<file path="src/hw/rtl/rsfc_pkg.sv">
// Shared types and constants of the real-time-clock seconds/field converter.
// Holds the pipeline depth, time constants and reciprocal constants for the
// constant dividers. Depends on nothing.
`default_nettype none

package rsfc_pkg;

  localparam int DAY_BITS_DEF = 14;
  localparam int STAGES       = 7;

  localparam logic [31:0] BASE_RESET = 32'd1104537600;

  localparam int SEC_PER_MIN  = 60;
  localparam int SEC_PER_HOUR = 3600;
  localparam int SEC_PER_DAY  = 24 * 60 * 60;

  // The day field is limited to 14 bits regardless of the day range.
  localparam int DAY_FIELD_MASK = 'h3fff;

  localparam int SEC_W   = 33;
  localparam int HMS_W   = 17;
  localparam int REM_W   = 12;
  localparam int HOUR_W  = 5;
  localparam int MIN_W   = 6;
  localparam int HALF_W  = 7;
  localparam int DAY_Q_W = 16;

  // Day quotient: offset / 86400 = (offset >> 7) / 675, by reciprocal.
  localparam int DAY_PRE_SHIFT   = 7;
  localparam int DAY_DIV         = SEC_PER_DAY >> DAY_PRE_SHIFT;
  localparam int DAY_RECIP_SHIFT = 35;
  localparam longint DAY_RECIP   =
    ((longint'(1) << DAY_RECIP_SHIFT) + DAY_DIV - 1) / DAY_DIV;
  localparam int DAY_X_W         = 32 - DAY_PRE_SHIFT;
  localparam int DAY_RECIP_W     = 26;
  localparam int DAY_PROD_W      = DAY_X_W + DAY_RECIP_W;

  // Hour quotient: hms / 3600 = (hms >> 4) / 225.
  localparam int HOUR_PRE_SHIFT   = 4;
  localparam int HOUR_DIV         = SEC_PER_HOUR >> HOUR_PRE_SHIFT;
  localparam int HOUR_RECIP_SHIFT = 21;
  localparam longint HOUR_RECIP   =
    ((longint'(1) << HOUR_RECIP_SHIFT) + HOUR_DIV - 1) / HOUR_DIV;
  localparam int HOUR_PROD_W      = 27;

  // Minute quotient: rem / 60 = (rem >> 2) / 15.
  localparam int MIN_PRE_SHIFT   = 2;
  localparam int MIN_DIV         = SEC_PER_MIN >> MIN_PRE_SHIFT;
  localparam int MIN_RECIP_SHIFT = 14;
  localparam longint MIN_RECIP   =
    ((longint'(1) << MIN_RECIP_SHIFT) + MIN_DIV - 1) / MIN_DIV;
  localparam int MIN_PROD_W      = 21;

  typedef enum logic [1:0] {
    ST_OK       = 2'd0,
    ST_BEFORE   = 2'd1,
    ST_OVERFLOW = 2'd2
  } status_t;

endpackage

`default_nettype wire

</file>
<file path="src/hw/rtl/rsfc_split.sv">
// Seven-stage split datapath: seconds minus base into day, hour, minute and
// half seconds using reciprocal multipliers. Depends on rsfc_pkg.
`default_nettype none

module rsfc_split import rsfc_pkg::*; #(
  parameter int DAY_BITS = DAY_BITS_DEF
) (
  input  wire logic                clk,
  input  wire logic                en,
  input  wire logic [31:0]         now_seconds,
  input  wire logic [31:0]         base_seconds,
  output status_t                  status,
  output logic     [DAY_BITS-1:0]  day,
  output logic     [HOUR_W-1:0]    hour,
  output logic     [MIN_W-1:0]     minute,
  output logic     [HALF_W-1:0]    half_second
);

  // Stage A
  logic [31:0]          off_a_r;
  logic                 bef_a_r;
  // Stage B
  logic [31:0]          off_b_r;
  logic                 bef_b_r;
  logic [DAY_Q_W-1:0]   q_b_r;
  // Stage C
  logic [HMS_W-1:0]     hms_c_r;
  logic [DAY_BITS-1:0]  day_c_r;
  status_t              st_c_r;
  // Stage D
  logic [HMS_W-1:0]     hms_d_r;
  logic [HOUR_W-1:0]    hour_d_r;
  logic [DAY_BITS-1:0]  day_d_r;
  status_t              st_d_r;
  // Stage E
  logic [REM_W-1:0]     rem_e_r;
  logic [HOUR_W-1:0]    hour_e_r;
  logic [DAY_BITS-1:0]  day_e_r;
  status_t              st_e_r;
  // Stage F
  logic [REM_W-1:0]     rem_f_r;
  logic [MIN_W-1:0]     min_f_r;
  logic [HOUR_W-1:0]    hour_f_r;
  logic [DAY_BITS-1:0]  day_f_r;
  status_t              st_f_r;
  // Stage G
  logic [HALF_W-1:0]    half_g_r;
  logic [MIN_W-1:0]     min_g_r;
  logic [HOUR_W-1:0]    hour_g_r;
  logic [DAY_BITS-1:0]  day_g_r;
  status_t              st_g_r;

  logic [DAY_PROD_W-1:0]  day_prod;
  logic [SEC_W-1:0]       day_secs;
  logic [SEC_W-1:0]       hms_full;
  logic                   ovf;
  status_t                st_c_nxt;
  logic [HOUR_PROD_W-1:0] hour_prod;
  logic [HMS_W-1:0]       rem_full;
  logic [MIN_PROD_W-1:0]  min_prod;
  logic [REM_W-1:0]       sec_full;

  always_comb begin
    day_prod = DAY_PROD_W'(off_a_r[31:DAY_PRE_SHIFT]) * DAY_PROD_W'(DAY_RECIP);

    day_secs = SEC_W'(q_b_r) * SEC_W'(SEC_PER_DAY);
    hms_full = {1'b0, off_b_r} - day_secs;
    ovf      = (q_b_r >> DAY_BITS) != '0;
    if (bef_b_r) begin
      st_c_nxt = ST_BEFORE;
    end else if (ovf) begin
      st_c_nxt = ST_OVERFLOW;
    end else begin
      st_c_nxt = ST_OK;
    end

    hour_prod = HOUR_PROD_W'(hms_c_r[HMS_W-1:HOUR_PRE_SHIFT]) * HOUR_PROD_W'(HOUR_RECIP);

    rem_full = hms_d_r - HMS_W'(hour_d_r) * HMS_W'(SEC_PER_HOUR);

    min_prod = MIN_PROD_W'(rem_e_r[REM_W-1:MIN_PRE_SHIFT]) * MIN_PROD_W'(MIN_RECIP);

    sec_full = rem_f_r - REM_W'(min_f_r) * REM_W'(SEC_PER_MIN);
  end

  always_ff @(posedge clk) begin
    if (en) begin
      off_a_r  <= now_seconds - base_seconds;
      bef_a_r  <= now_seconds < base_seconds;

      off_b_r  <= off_a_r;
      bef_b_r  <= bef_a_r;
      q_b_r    <= day_prod[DAY_RECIP_SHIFT +: DAY_Q_W];

      hms_c_r  <= hms_full[HMS_W-1:0];
      day_c_r  <= DAY_BITS'(q_b_r & DAY_Q_W'(DAY_FIELD_MASK));
      st_c_r   <= st_c_nxt;

      hms_d_r  <= hms_c_r;
      hour_d_r <= hour_prod[HOUR_RECIP_SHIFT +: HOUR_W];
      day_d_r  <= day_c_r;
      st_d_r   <= st_c_r;

      rem_e_r  <= rem_full[REM_W-1:0];
      hour_e_r <= hour_d_r;
      day_e_r  <= day_d_r;
      st_e_r   <= st_d_r;

      rem_f_r  <= rem_e_r;
      min_f_r  <= min_prod[MIN_RECIP_SHIFT +: MIN_W];
      hour_f_r <= hour_e_r;
      day_f_r  <= day_e_r;
      st_f_r   <= st_e_r;

      half_g_r <= {sec_full[HALF_W-2:0], 1'b0};
      min_g_r  <= min_f_r;
      hour_g_r <= hour_f_r;
      day_g_r  <= day_f_r;
      st_g_r   <= st_f_r;
    end
  end

  assign status      = st_g_r;
  assign day         = day_g_r;
  assign hour        = hour_g_r;
  assign minute      = min_g_r;
  assign half_second = half_g_r;

endmodule

`default_nettype wire

</file>
<file path="src/hw/rtl/rsfc_join.sv">
// Join datapath: weights day, hour, minute and seconds, adds the base, and
// delays the sum to the common pipeline depth. Depends on rsfc_pkg.
`default_nettype none

module rsfc_join import rsfc_pkg::*; #(
  parameter int DAY_BITS = DAY_BITS_DEF
) (
  input  wire logic                clk,
  input  wire logic                en,
  input  wire logic [DAY_BITS-1:0] day_in,
  input  wire logic [HOUR_W-1:0]   hour_in,
  input  wire logic [MIN_W-1:0]    minute_in,
  input  wire logic [HALF_W-1:0]   half_second_in,
  input  wire logic [31:0]         base_seconds,
  output logic      [SEC_W-1:0]    seconds
);

  localparam int TAIL = STAGES - 2;

  logic [SEC_W-1:0] day_secs_r;
  logic [HMS_W-1:0] hms_r;
  logic [SEC_W-1:0] sum_r;
  logic [SEC_W-1:0] sec_r [TAIL];

  always_ff @(posedge clk) begin
    if (en) begin
      day_secs_r <= SEC_W'(day_in) * SEC_W'(SEC_PER_DAY);
      hms_r      <= HMS_W'(hour_in) * HMS_W'(SEC_PER_HOUR)
                  + HMS_W'(minute_in) * HMS_W'(SEC_PER_MIN)
                  + HMS_W'(half_second_in[HALF_W-1:1]);
      sum_r      <= day_secs_r + SEC_W'(hms_r);
      sec_r[0]   <= sum_r + SEC_W'(base_seconds);
      for (int i = 1; i < TAIL; i++) begin
        sec_r[i] <= sec_r[i-1];
      end
    end
  end

  assign seconds = sec_r[TAIL-1];

endmodule

`default_nettype wire

</file>
<file path="src/hw/rtl/rsfc_flow.sv">
// Valid chain of the pipeline and the output skid register that parks a result
// that is not taken; the pipeline freezes while it waits. Depends on rsfc_pkg.
`default_nettype none

module rsfc_flow import rsfc_pkg::*; #(
  parameter int DATA_W = 8
) (
  input  wire logic              clk,
  input  wire logic              rst_n,
  input  wire logic              in_valid,
  output logic                   in_ready,
  output logic                   en,
  input  wire logic [DATA_W-1:0] data_in,
  output logic                   out_valid,
  input  wire logic              out_ready,
  output logic      [DATA_W-1:0] out_data
);

  logic              vld_r [STAGES];
  logic              skid_v_r;
  logic [DATA_W-1:0] skid_r;
  logic              vld_last;

  assign vld_last = vld_r[STAGES-1];
  assign en       = !skid_v_r;
  assign in_ready = en;

  always_ff @(posedge clk) begin
    if (!rst_n) begin
      for (int i = 0; i < STAGES; i++) begin
        vld_r[i] <= 1'b0;
      end
      skid_v_r <= 1'b0;
    end else begin
      if (en) begin
        vld_r[0] <= in_valid;
        for (int i = 1; i < STAGES; i++) begin
          vld_r[i] <= vld_r[i-1];
        end
      end
      // The last stage moves on every enabled cycle; a result that is not
      // taken is parked in the skid register and the pipeline freezes.
      if (skid_v_r) begin
        if (out_ready) begin
          skid_v_r <= 1'b0;
        end
      end else if (vld_last && !out_ready) begin
        skid_v_r <= 1'b1;
      end
    end
  end

  always_ff @(posedge clk) begin
    if (!skid_v_r && vld_last && !out_ready) begin
      skid_r <= data_in;
    end
  end

  assign out_valid = skid_v_r || vld_last;
  assign out_data  = skid_v_r ? skid_r : data_in;

endmodule

`default_nettype wire

</file>
<file path="src/hw/rtl/rtc_seconds_field_converter_core.sv">
// Real-time-clock converter between absolute seconds and day/hour/minute/
// half-second fields through the seven-stage split pipeline of reciprocal
// multipliers; one item per cycle while no parked result holds the input.
// Reset clears all valid bits and the skid register and loads the base
// seconds with its reset value; there is no clearing pass.
// Depends on rsfc_pkg, rsfc_split, rsfc_join and rsfc_flow.
`default_nettype none

module rtc_seconds_field_converter_core import rsfc_pkg::*; #(
  parameter int DAY_BITS = DAY_BITS_DEF
) (
  input  wire logic                clk,
  input  wire logic                rst_n,
  input  wire logic                cfg_valid,
  output logic                     cfg_ready,
  input  wire logic [31:0]         cfg_base_seconds,
  input  wire logic                in_valid,
  output logic                     in_ready,
  input  wire logic                in_kind,
  input  wire logic [31:0]         in_now_seconds,
  input  wire logic [DAY_BITS-1:0] in_day_in,
  input  wire logic [HOUR_W-1:0]   in_hour_in,
  input  wire logic [MIN_W-1:0]    in_minute_in,
  input  wire logic [HALF_W-1:0]   in_half_second_in,
  output logic                     out_valid,
  input  wire logic                out_ready,
  output logic [1:0]               out_status,
  output logic [DAY_BITS-1:0]      out_day_out,
  output logic [HOUR_W-1:0]        out_hour_out,
  output logic [MIN_W-1:0]         out_minute_out,
  output logic [HALF_W-1:0]        out_half_second_out,
  output logic [SEC_W-1:0]         out_seconds_out
);

  localparam int DATA_W = 2 + DAY_BITS + HOUR_W + MIN_W + HALF_W + SEC_W;

  logic [31:0]         base_r;
  logic                en;
  logic                kind_r [STAGES];

  status_t             sp_status;
  logic [DAY_BITS-1:0] sp_day;
  logic [HOUR_W-1:0]   sp_hour;
  logic [MIN_W-1:0]    sp_minute;
  logic [HALF_W-1:0]   sp_half;
  logic [SEC_W-1:0]    jn_seconds;

  logic                sp_ok;
  logic                is_join;
  logic [DATA_W-1:0]   res_data;
  logic [DATA_W-1:0]   out_data;

  assign cfg_ready = 1'b1;

  always_ff @(posedge clk) begin
    if (!rst_n) begin
      base_r <= BASE_RESET;
    end else if (cfg_valid) begin
      base_r <= cfg_base_seconds;
    end
  end

  always_ff @(posedge clk) begin
    if (en) begin
      kind_r[0] <= in_kind;
      for (int i = 1; i < STAGES; i++) begin
        kind_r[i] <= kind_r[i-1];
      end
    end
  end

  rsfc_split #(.DAY_BITS(DAY_BITS)) u_split (
    .clk          (clk),
    .en           (en),
    .now_seconds  (in_now_seconds),
    .base_seconds (base_r),
    .status       (sp_status),
    .day          (sp_day),
    .hour         (sp_hour),
    .minute       (sp_minute),
    .half_second  (sp_half)
  );

  rsfc_join #(.DAY_BITS(DAY_BITS)) u_join (
    .clk            (clk),
    .en             (en),
    .day_in         (in_day_in),
    .hour_in        (in_hour_in),
    .minute_in      (in_minute_in),
    .half_second_in (in_half_second_in),
    .base_seconds   (base_r),
    .seconds        (jn_seconds)
  );

  // A split that failed reports only its status; a join reports status OK and seconds.
  always_comb begin
    is_join  = kind_r[STAGES-1];
    sp_ok    = !is_join && (sp_status == ST_OK);
    res_data = {
      is_join ? ST_OK : sp_status,
      sp_ok ? sp_day    : '0,
      sp_ok ? sp_hour   : '0,
      sp_ok ? sp_minute : '0,
      sp_ok ? sp_half   : '0,
      is_join ? jn_seconds : '0
    };
  end

  rsfc_flow #(.DATA_W(DATA_W)) u_flow (
    .clk       (clk),
    .rst_n     (rst_n),
    .in_valid  (in_valid),
    .in_ready  (in_ready),
    .en        (en),
    .data_in   (res_data),
    .out_valid (out_valid),
    .out_ready (out_ready),
    .out_data  (out_data)
  );

  assign {out_status, out_day_out, out_hour_out, out_minute_out,
          out_half_second_out, out_seconds_out} = out_data;

  // Input is held back only while a parked result waits to be taken.
  a_stall_has_result: assert property (@(posedge clk) disable iff (!rst_n)
    !in_ready |-> out_valid)
    else $error("input stalled without a pending result");

  a_stall_cause: assert property (@(posedge clk) disable iff (!rst_n)
    $fell(in_ready) |-> $past(out_valid && !out_ready))
    else $error("input stalled without a refused result transfer");

  a_fail_fields_zero: assert property (@(posedge clk) disable iff (!rst_n)
    out_valid && (out_status != ST_OK) |->
      (out_day_out == '0) && (out_hour_out == '0) && (out_minute_out == '0) &&
      (out_half_second_out == '0) && (out_seconds_out == '0))
    else $error("failed split carries nonzero fields");

endmodule

`default_nettype wire
</file>
<file path="config.mk">
export PLATFORM = sky130hd
export DESIGN_NAME = rtc_seconds_field_converter_core
export DESIGN_NICKNAME = d
export VERILOG_FILES = /design/src/hw/rtl/rsfc_pkg.sv /design/src/hw/rtl/rsfc_split.sv /design/src/hw/rtl/rsfc_join.sv /design/src/hw/rtl/rsfc_flow.sv /design/src/hw/rtl/rtc_seconds_field_converter_core.sv
export SDC_FILE = /design/constraint.sdc
export NUM_CORES = 2
export LEC_CHECK = 0
export ABC_AREA = 1
export BUFFER_PORTS_ARGS = -buffer_cell sky130_fd_sc_hd__buf_2
export CAP_MARGIN = 20
export CORE_MARGIN = 3
export CORE_UTILIZATION = 45
export DETAILED_ROUTE_END_ITERATION = 8
export SLEW_MARGIN = 25
export SYNTH_ARGS = -nofsm -noshare
export SYNTH_HDL_FRONTEND = slang
export SYNTH_HIERARCHICAL = 1
export SYNTH_SLANG_ARGS = --single-unit
</file>
<file path="constraint.sdc">
create_clock -name clk -period 22.7 [get_ports clk]
set_input_delay 2.27 -clock clk [delete_from_list [all_inputs] [get_ports clk]]
set_output_delay 2.27 -clock clk [all_outputs]
set_load 0.02 [all_outputs]
</file>
* Word-level counts from Yosys, hierarchy flattened
Memories as Yosys holds them, arrays and structs flattened.
Index checks and enable logic that the tools add are counted.
Widths: inputs -> output; s select.
** Storage, ports and cells
- Register bits after elaboration :: 406
- Bits in writable memories :: 179
- Input bits :: 102
- Output and inout port bits :: 70
- Word-level logic and storage cells :: 92
- Memories kept :: 3
** Memories
- u_join.sec_r :: words 5, width 33, read ports 5, clocked after Yosys merged registers in 0, wr ports 5, RTL line rsfc_join.sv:23 : logic [SEC_W-1:0] sec_r [TAIL];
- kind_r :: words 7, width 1, read ports 7, clocked after Yosys merged registers in 0, wr ports 7, RTL line rtc_seconds_field_converter_core.sv:39 : logic kind_r [STAGES];
- u_flow.vld_r :: words 7, width 1, read ports 7, clocked after Yosys merged registers in 0, wr ports 7, RTL line rsfc_flow.sv:19 : logic vld_r [STAGES];
** Cells by class
- Add/sub/neg operators :: 8
- Multipliers :: 9
- Magnitude comparators :: 1
- Muxes and demuxes :: 22
- Bitwise gates (word level) :: 7
- Reduce and logical (&&, ||, !) cells :: 10
** Operators by type and width (count)
- $mux 67 :: 1
- $mul 25x26->51 const B :: 1
- $add 33x32->33 :: 1
- $mux 33 :: 1
- $add 31x17->32 :: 1
- $lt 32x32->1 :: 1
- $sub 32x32->32 :: 1
- $mul 13x14->26 const B :: 1
- $mul 14x10->24 const B :: 1
- $mul 10x11->20 const B :: 1
- $add 17x12->17 :: 1
- $add 17x6->17 :: 1
- $sub 17x17->17 :: 1
- $mul 16x10->10 const B :: 1
- $reduce_bool 16->1 :: 1
- $mux 1 :: 14
- $mux 14 :: 1
- $mul 5x8->13 const B :: 1
- $sub 12x12->12 :: 1
- $mul 6x4->10 const B :: 1
- $mul 5x8->8 const B :: 1
- $mux 7 :: 1
- $or 1x1->1 :: 7
- $mul 6x4->4 const B :: 1
- other kinds (8) :: 14

* Depth between registers and ports, before layout
An unclocked memory read counts as a cell.
- Word-level depth :: 5
- Gate-level depth with buffers :: 28
- Depth with buffers taken out :: 28

* Modules after synthesis
The synthesis kept the hierarchy.
** By module, submodules not included
- rsfc_split :: times used 1, cells each 2887, area each 25974.9 um^2, seq. area each 6966.7 um^2
- rsfc_join :: times used 1, cells each 1602, area each 15304.7 um^2, seq. area each 7146.9 um^2
- rsfc_flow :: times used 1, cells each 323, area each 3179.3 um^2, seq. area each 2192.1 um^2
- rtc_seconds_field_converter_core :: times used 1, cells each 333, area each 2049.5 um^2, seq. area each 850.8 um^2

* Worst setup path after synthesis
OpenSTA, ideal clock, no wires.
- Path type :: register -> output
- Start point :: register u_flow.skid_v_r
- End point :: output in_ready
- Arrival :: 6768 ps
- Data required time :: 20430 ps
- Setup slack :: 13662 ps
- Cell stages (with the launch flop) :: 5
- Path buffers :: 3
- Path through :: dfxtp_1 > inv_2 > buf_4 > buf_2 > buf_4
** On the way
- Word-level cells in the longest chain between the ends :: 1
** Ends and longest elaborated chain
- start: declaration :: RTL line rsfc_flow.sv:20 : logic skid_v_r;
- start signal: assignment :: RTL line rsfc_flow.sv:33 : skid_v_r <= 1'b0;
- start signal: assignment :: RTL line rsfc_flow.sv:45 : skid_v_r <= 1'b0;
- start signal: assignment :: RTL line rsfc_flow.sv:48 : skid_v_r <= 1'b1;
- $logic_not 1->1 :: RTL line rsfc_flow.sv:25 : assign en = !skid_v_r;
- end: declaration :: RTL line rtc_seconds_field_converter_core.sv:18 : output logic in_ready,
No other way between the ends.

* Worst setup path after layout
- Start point :: register u_split.off_a_r[30]
- End point :: register u_split.q_b_r[13], data pin
** On the way
- Word-level cells in the longest chain between the ends :: 1
** Ends and longest elaborated chain
- start: declaration :: RTL line rsfc_split.sv:20 : logic [31:0] off_a_r;
- start signal: assignment :: RTL line rsfc_split.sv:88 : off_a_r <= now_seconds - base_seconds;
- $mul 25x26->51 :: RTL line rsfc_split.sv:64 : day_prod = DAY_PROD_W'(off_a_r[31:DAY_PRE_SHIFT]) * DAY_PROD_W'(DAY_RECIP);
- named net u_split.day_prod[48] :: RTL line rsfc_split.sv:53 : logic [DAY_PROD_W-1:0] day_prod;
- end signal: assignment :: RTL line rsfc_split.sv:93 : q_b_r <= day_prod[DAY_RECIP_SHIFT +: DAY_Q_W];
- end: declaration :: RTL line rsfc_split.sv:25 : logic [DAY_Q_W-1:0] q_b_r;
The timed path passes the listed nets, and every way through them passes these cells.
A chain may end at the register's enable or synchronous reset.

==> flow_summary.toml <==
[run_status]
status = "finished, final reports clean"

[cts]
htreeDepth = 3
clk_path_buf_depth = 3
clk_latency_ns = 0.64
cts_sinks = 584
hold_buffers = 0
cts_buffers = 67
post_cts.repair.setup_buffers = 0
cts-root-buf = "clkbuf_16"
tritoncts = "built"
path_clk_slew_ns = 0.06
ctsResizeCount = 0

[synthesis]
ys_types = 52
avgSynthCellArea_um2 = 9.04
synth_top_family_by_area = "adder cells"
yosysWarnings = 6
synth_compound_area_frac = 0.0360
synth-main-ff-cell = "edfxtp_1"
synthesis.area_um2 = 46500
synth_edf_count = 546
netlist_instances = 5145
synthArstFlopShare = 0
yosysSeqAreaShare = 0.369
synthAdderAreaFrac = 0.293
ys_seq_elements = 584
synth_mux_area_frac = 0
post_synth_and_or_nand_nor_area_fraction = 0.174
syn_nets = 6175
synth_xor_xnor_area_share = 0.0213

[routing]
routed_wl_um = 107000
drtAntennaViolNets = 0
drtIter0Drc = 2085
vias = 32300
wl_per_cell_um = 15.8
drc = 0
via_per_inst = 4.79
firstDrtPassIters = 6

[critical_path]
critical_path_arrival_ns = 6.64
startpoint_type = "register"
cp_max_fo = 9
path_class = "register to register"
r2r_cells = 22
end_kind = "register"
required_ns = 23.05

[sta]
relSlewSlack = 0.268
setup_tns_ns = 0
rsz0062_at_grt = "no"
post-route-min-period_ns = 6.29
worstMarginPinSlew_ns = 1.10
fmax_mhz = 159
finalCritPeriodShare = 0.277
final-setup-viol-count = 0
slew_viol_final = 0
hold_viol_final = 0
skew_ns = 0.0349

[place]
hpwl_um = 86800
portBuffers = 169
gp_congestion = 0.929

[floorplanning]
rows = 117
die-width_um = 327
die_h_um = 327
start_util = 0.455
pin_count = 172
core_um2 = 102000
die_area_um2 = 107000

[hold_path]
hold_path_depth = 0
hold_class = "register to register"

[cells_and_area]
fill_cells = 9838
syn2layout_area_growth_pct = 9.80
final_common_cell = "nand2_1"
drive_above_1_share = 0.0710
fin_nets = 6358
layout_common_cells = "nand2_1, inv_1, ha_1"

[grt]
grt_first_pass_wirelength_um = 169000
antenna_found_initial = 5
grt_pass1_vias = 31300
overflow = 0
grt_max_degree = 127
grt_usage = 0.201

[job]
cap_violations = 0
-- through the flow --
stage	hold WS [ns]	std cells	setup slack (ns)	utilization	cell area, um^2
detailed placement	0.405	6626	16.34	0.477	48700
global placement	0.401	6626	16.38	0.477	48700
global route	0.391	6750	16.10	0.500	51100
finish	0.388	6753	16.41	0.500	51100
CTS	0.382	6749	16.37	0.499	51000
floorplan	0.400	5145	13.66	-	46500
-- worst max-delay path: stages, from the launching register on --
cell	delay (ns)
edfxtp_1	0.65
fa_1	0.60
inv_1	0.06
fa_1	0.51
inv_1	0.06
fa_1	0.52
inv_1	0.05
fa_1	0.54
inv_1	0.06
fa_1	0.54
inv_1	0.07
fa_1	0.53
inv_1	0.04
ha_1	0.29
ha_1	0.43
nand2_2	0.15
inv_1	0.05
a21oi_1	0.18
o21ai_0	0.19
a21oi_1	0.22
nand3_1	0.09
nand2_1	0.06
nand2_1	0.13
-- worst paths after layout --
kind | startpoint | to | slack [ns]
max reg2reg | u_split/off_a_r[30] | u_split/q_b_r[13] | 16.41
max | u_split/off_a_r[30] | u_split/q_b_r[13] | 16.41
min | u_split/q_b_r[11] | u_split/day_c_r[11] | 0.39
min reg2reg | u_split/q_b_r[11] | u_split/day_c_r[11] | 0.39
-- cell families after synthesis --
| family | Yosys count |
|---|---|
| flip-flops | 584 |
| adder cells (fa/ha/maj) | 928 |
| XOR/XNOR | 113 |
| AND/OR/NAND/NOR | 1956 |
| other | 2 |
| buffers and inverters | 1260 |
| AO/OA/AOI/OAI | 302 |
-- state kept, by name, indices dropped and copies added (netlist names), 12 cells and up --
name               flops
base_r                32
u_flow/skid_r         67
u_join/day_secs_r     24
u_join/hms_r          17
u_join/sec_r         165
u_join/sum_r          32
u_split/day           14
u_split/day_c_r       14
u_split/day_d_r       14
u_split/day_e_r       14
u_split/day_f_r       14
u_split/hms_c_r       17
u_split/hms_d_r       12
u_split/off_a_r       32
u_split/off_b_r       17
u_split/q_b_r         16
u_split/rem_e_r       12
-- per-layer routing --
layer / track usage / routed length (um) / up-vias
met5: 0 / 0 / -
met4: 0.0466 / 2350 / 0
met3: 0.0351 / 5930 / 135
met2: 0.301 / 45100 / 662
met1: 0.304 / 53400 / 15000
li1: - / - / 16500
-- layout make-up --
type | count | area [um^2] | share of cell area
Multi-Input combinational cell | 3301 | 24400 | 0.478
Sequential cell | 584 | 17200 | 0.336
Inverter | 1190 | 4470 | 0.0876
Clock buffer | 85 | 1800 | 0.0352
Tap cell | 1368 | 1710 | 0.0335
Timing Repair Buffer | 184 | 976 | 0.0191
Clock inverter | 38 | 542 | 0.0106
Antenna cell | 3 | 7.51 | 0.000147
-- synth_stat cells, types with 5 or more instances --
cell type     n  area [um^2]
a21o_1       13         97.6
a21oi_1     168          841
buf_2        20          100
buf_4        45          338
dfxtp_1      38          761
edfxtp_1    546        16400
fa_1        269         5390
ha_1        659         8250
inv_1      1185         4450
nand2_1    1286         4830
nand2_2      26          163
nand3_1     167          836
nand3_2       6         60.1
nand3b_1      9         67.6
nand4_1      54          338
nor2_1      326         1220
nor2_2       25          156
nor3_1       19         95.1
nor3_2       10          100
o211ai_1      5         37.5
o21a_1        5         37.5
o21ai_0      69          345
o21bai_1     20          150
xnor2_1      27          236
xor2_1       86          753
Power is not shown: default switching activity piles up to over one toggle a cycle in this logic, so the estimate is an artifact.
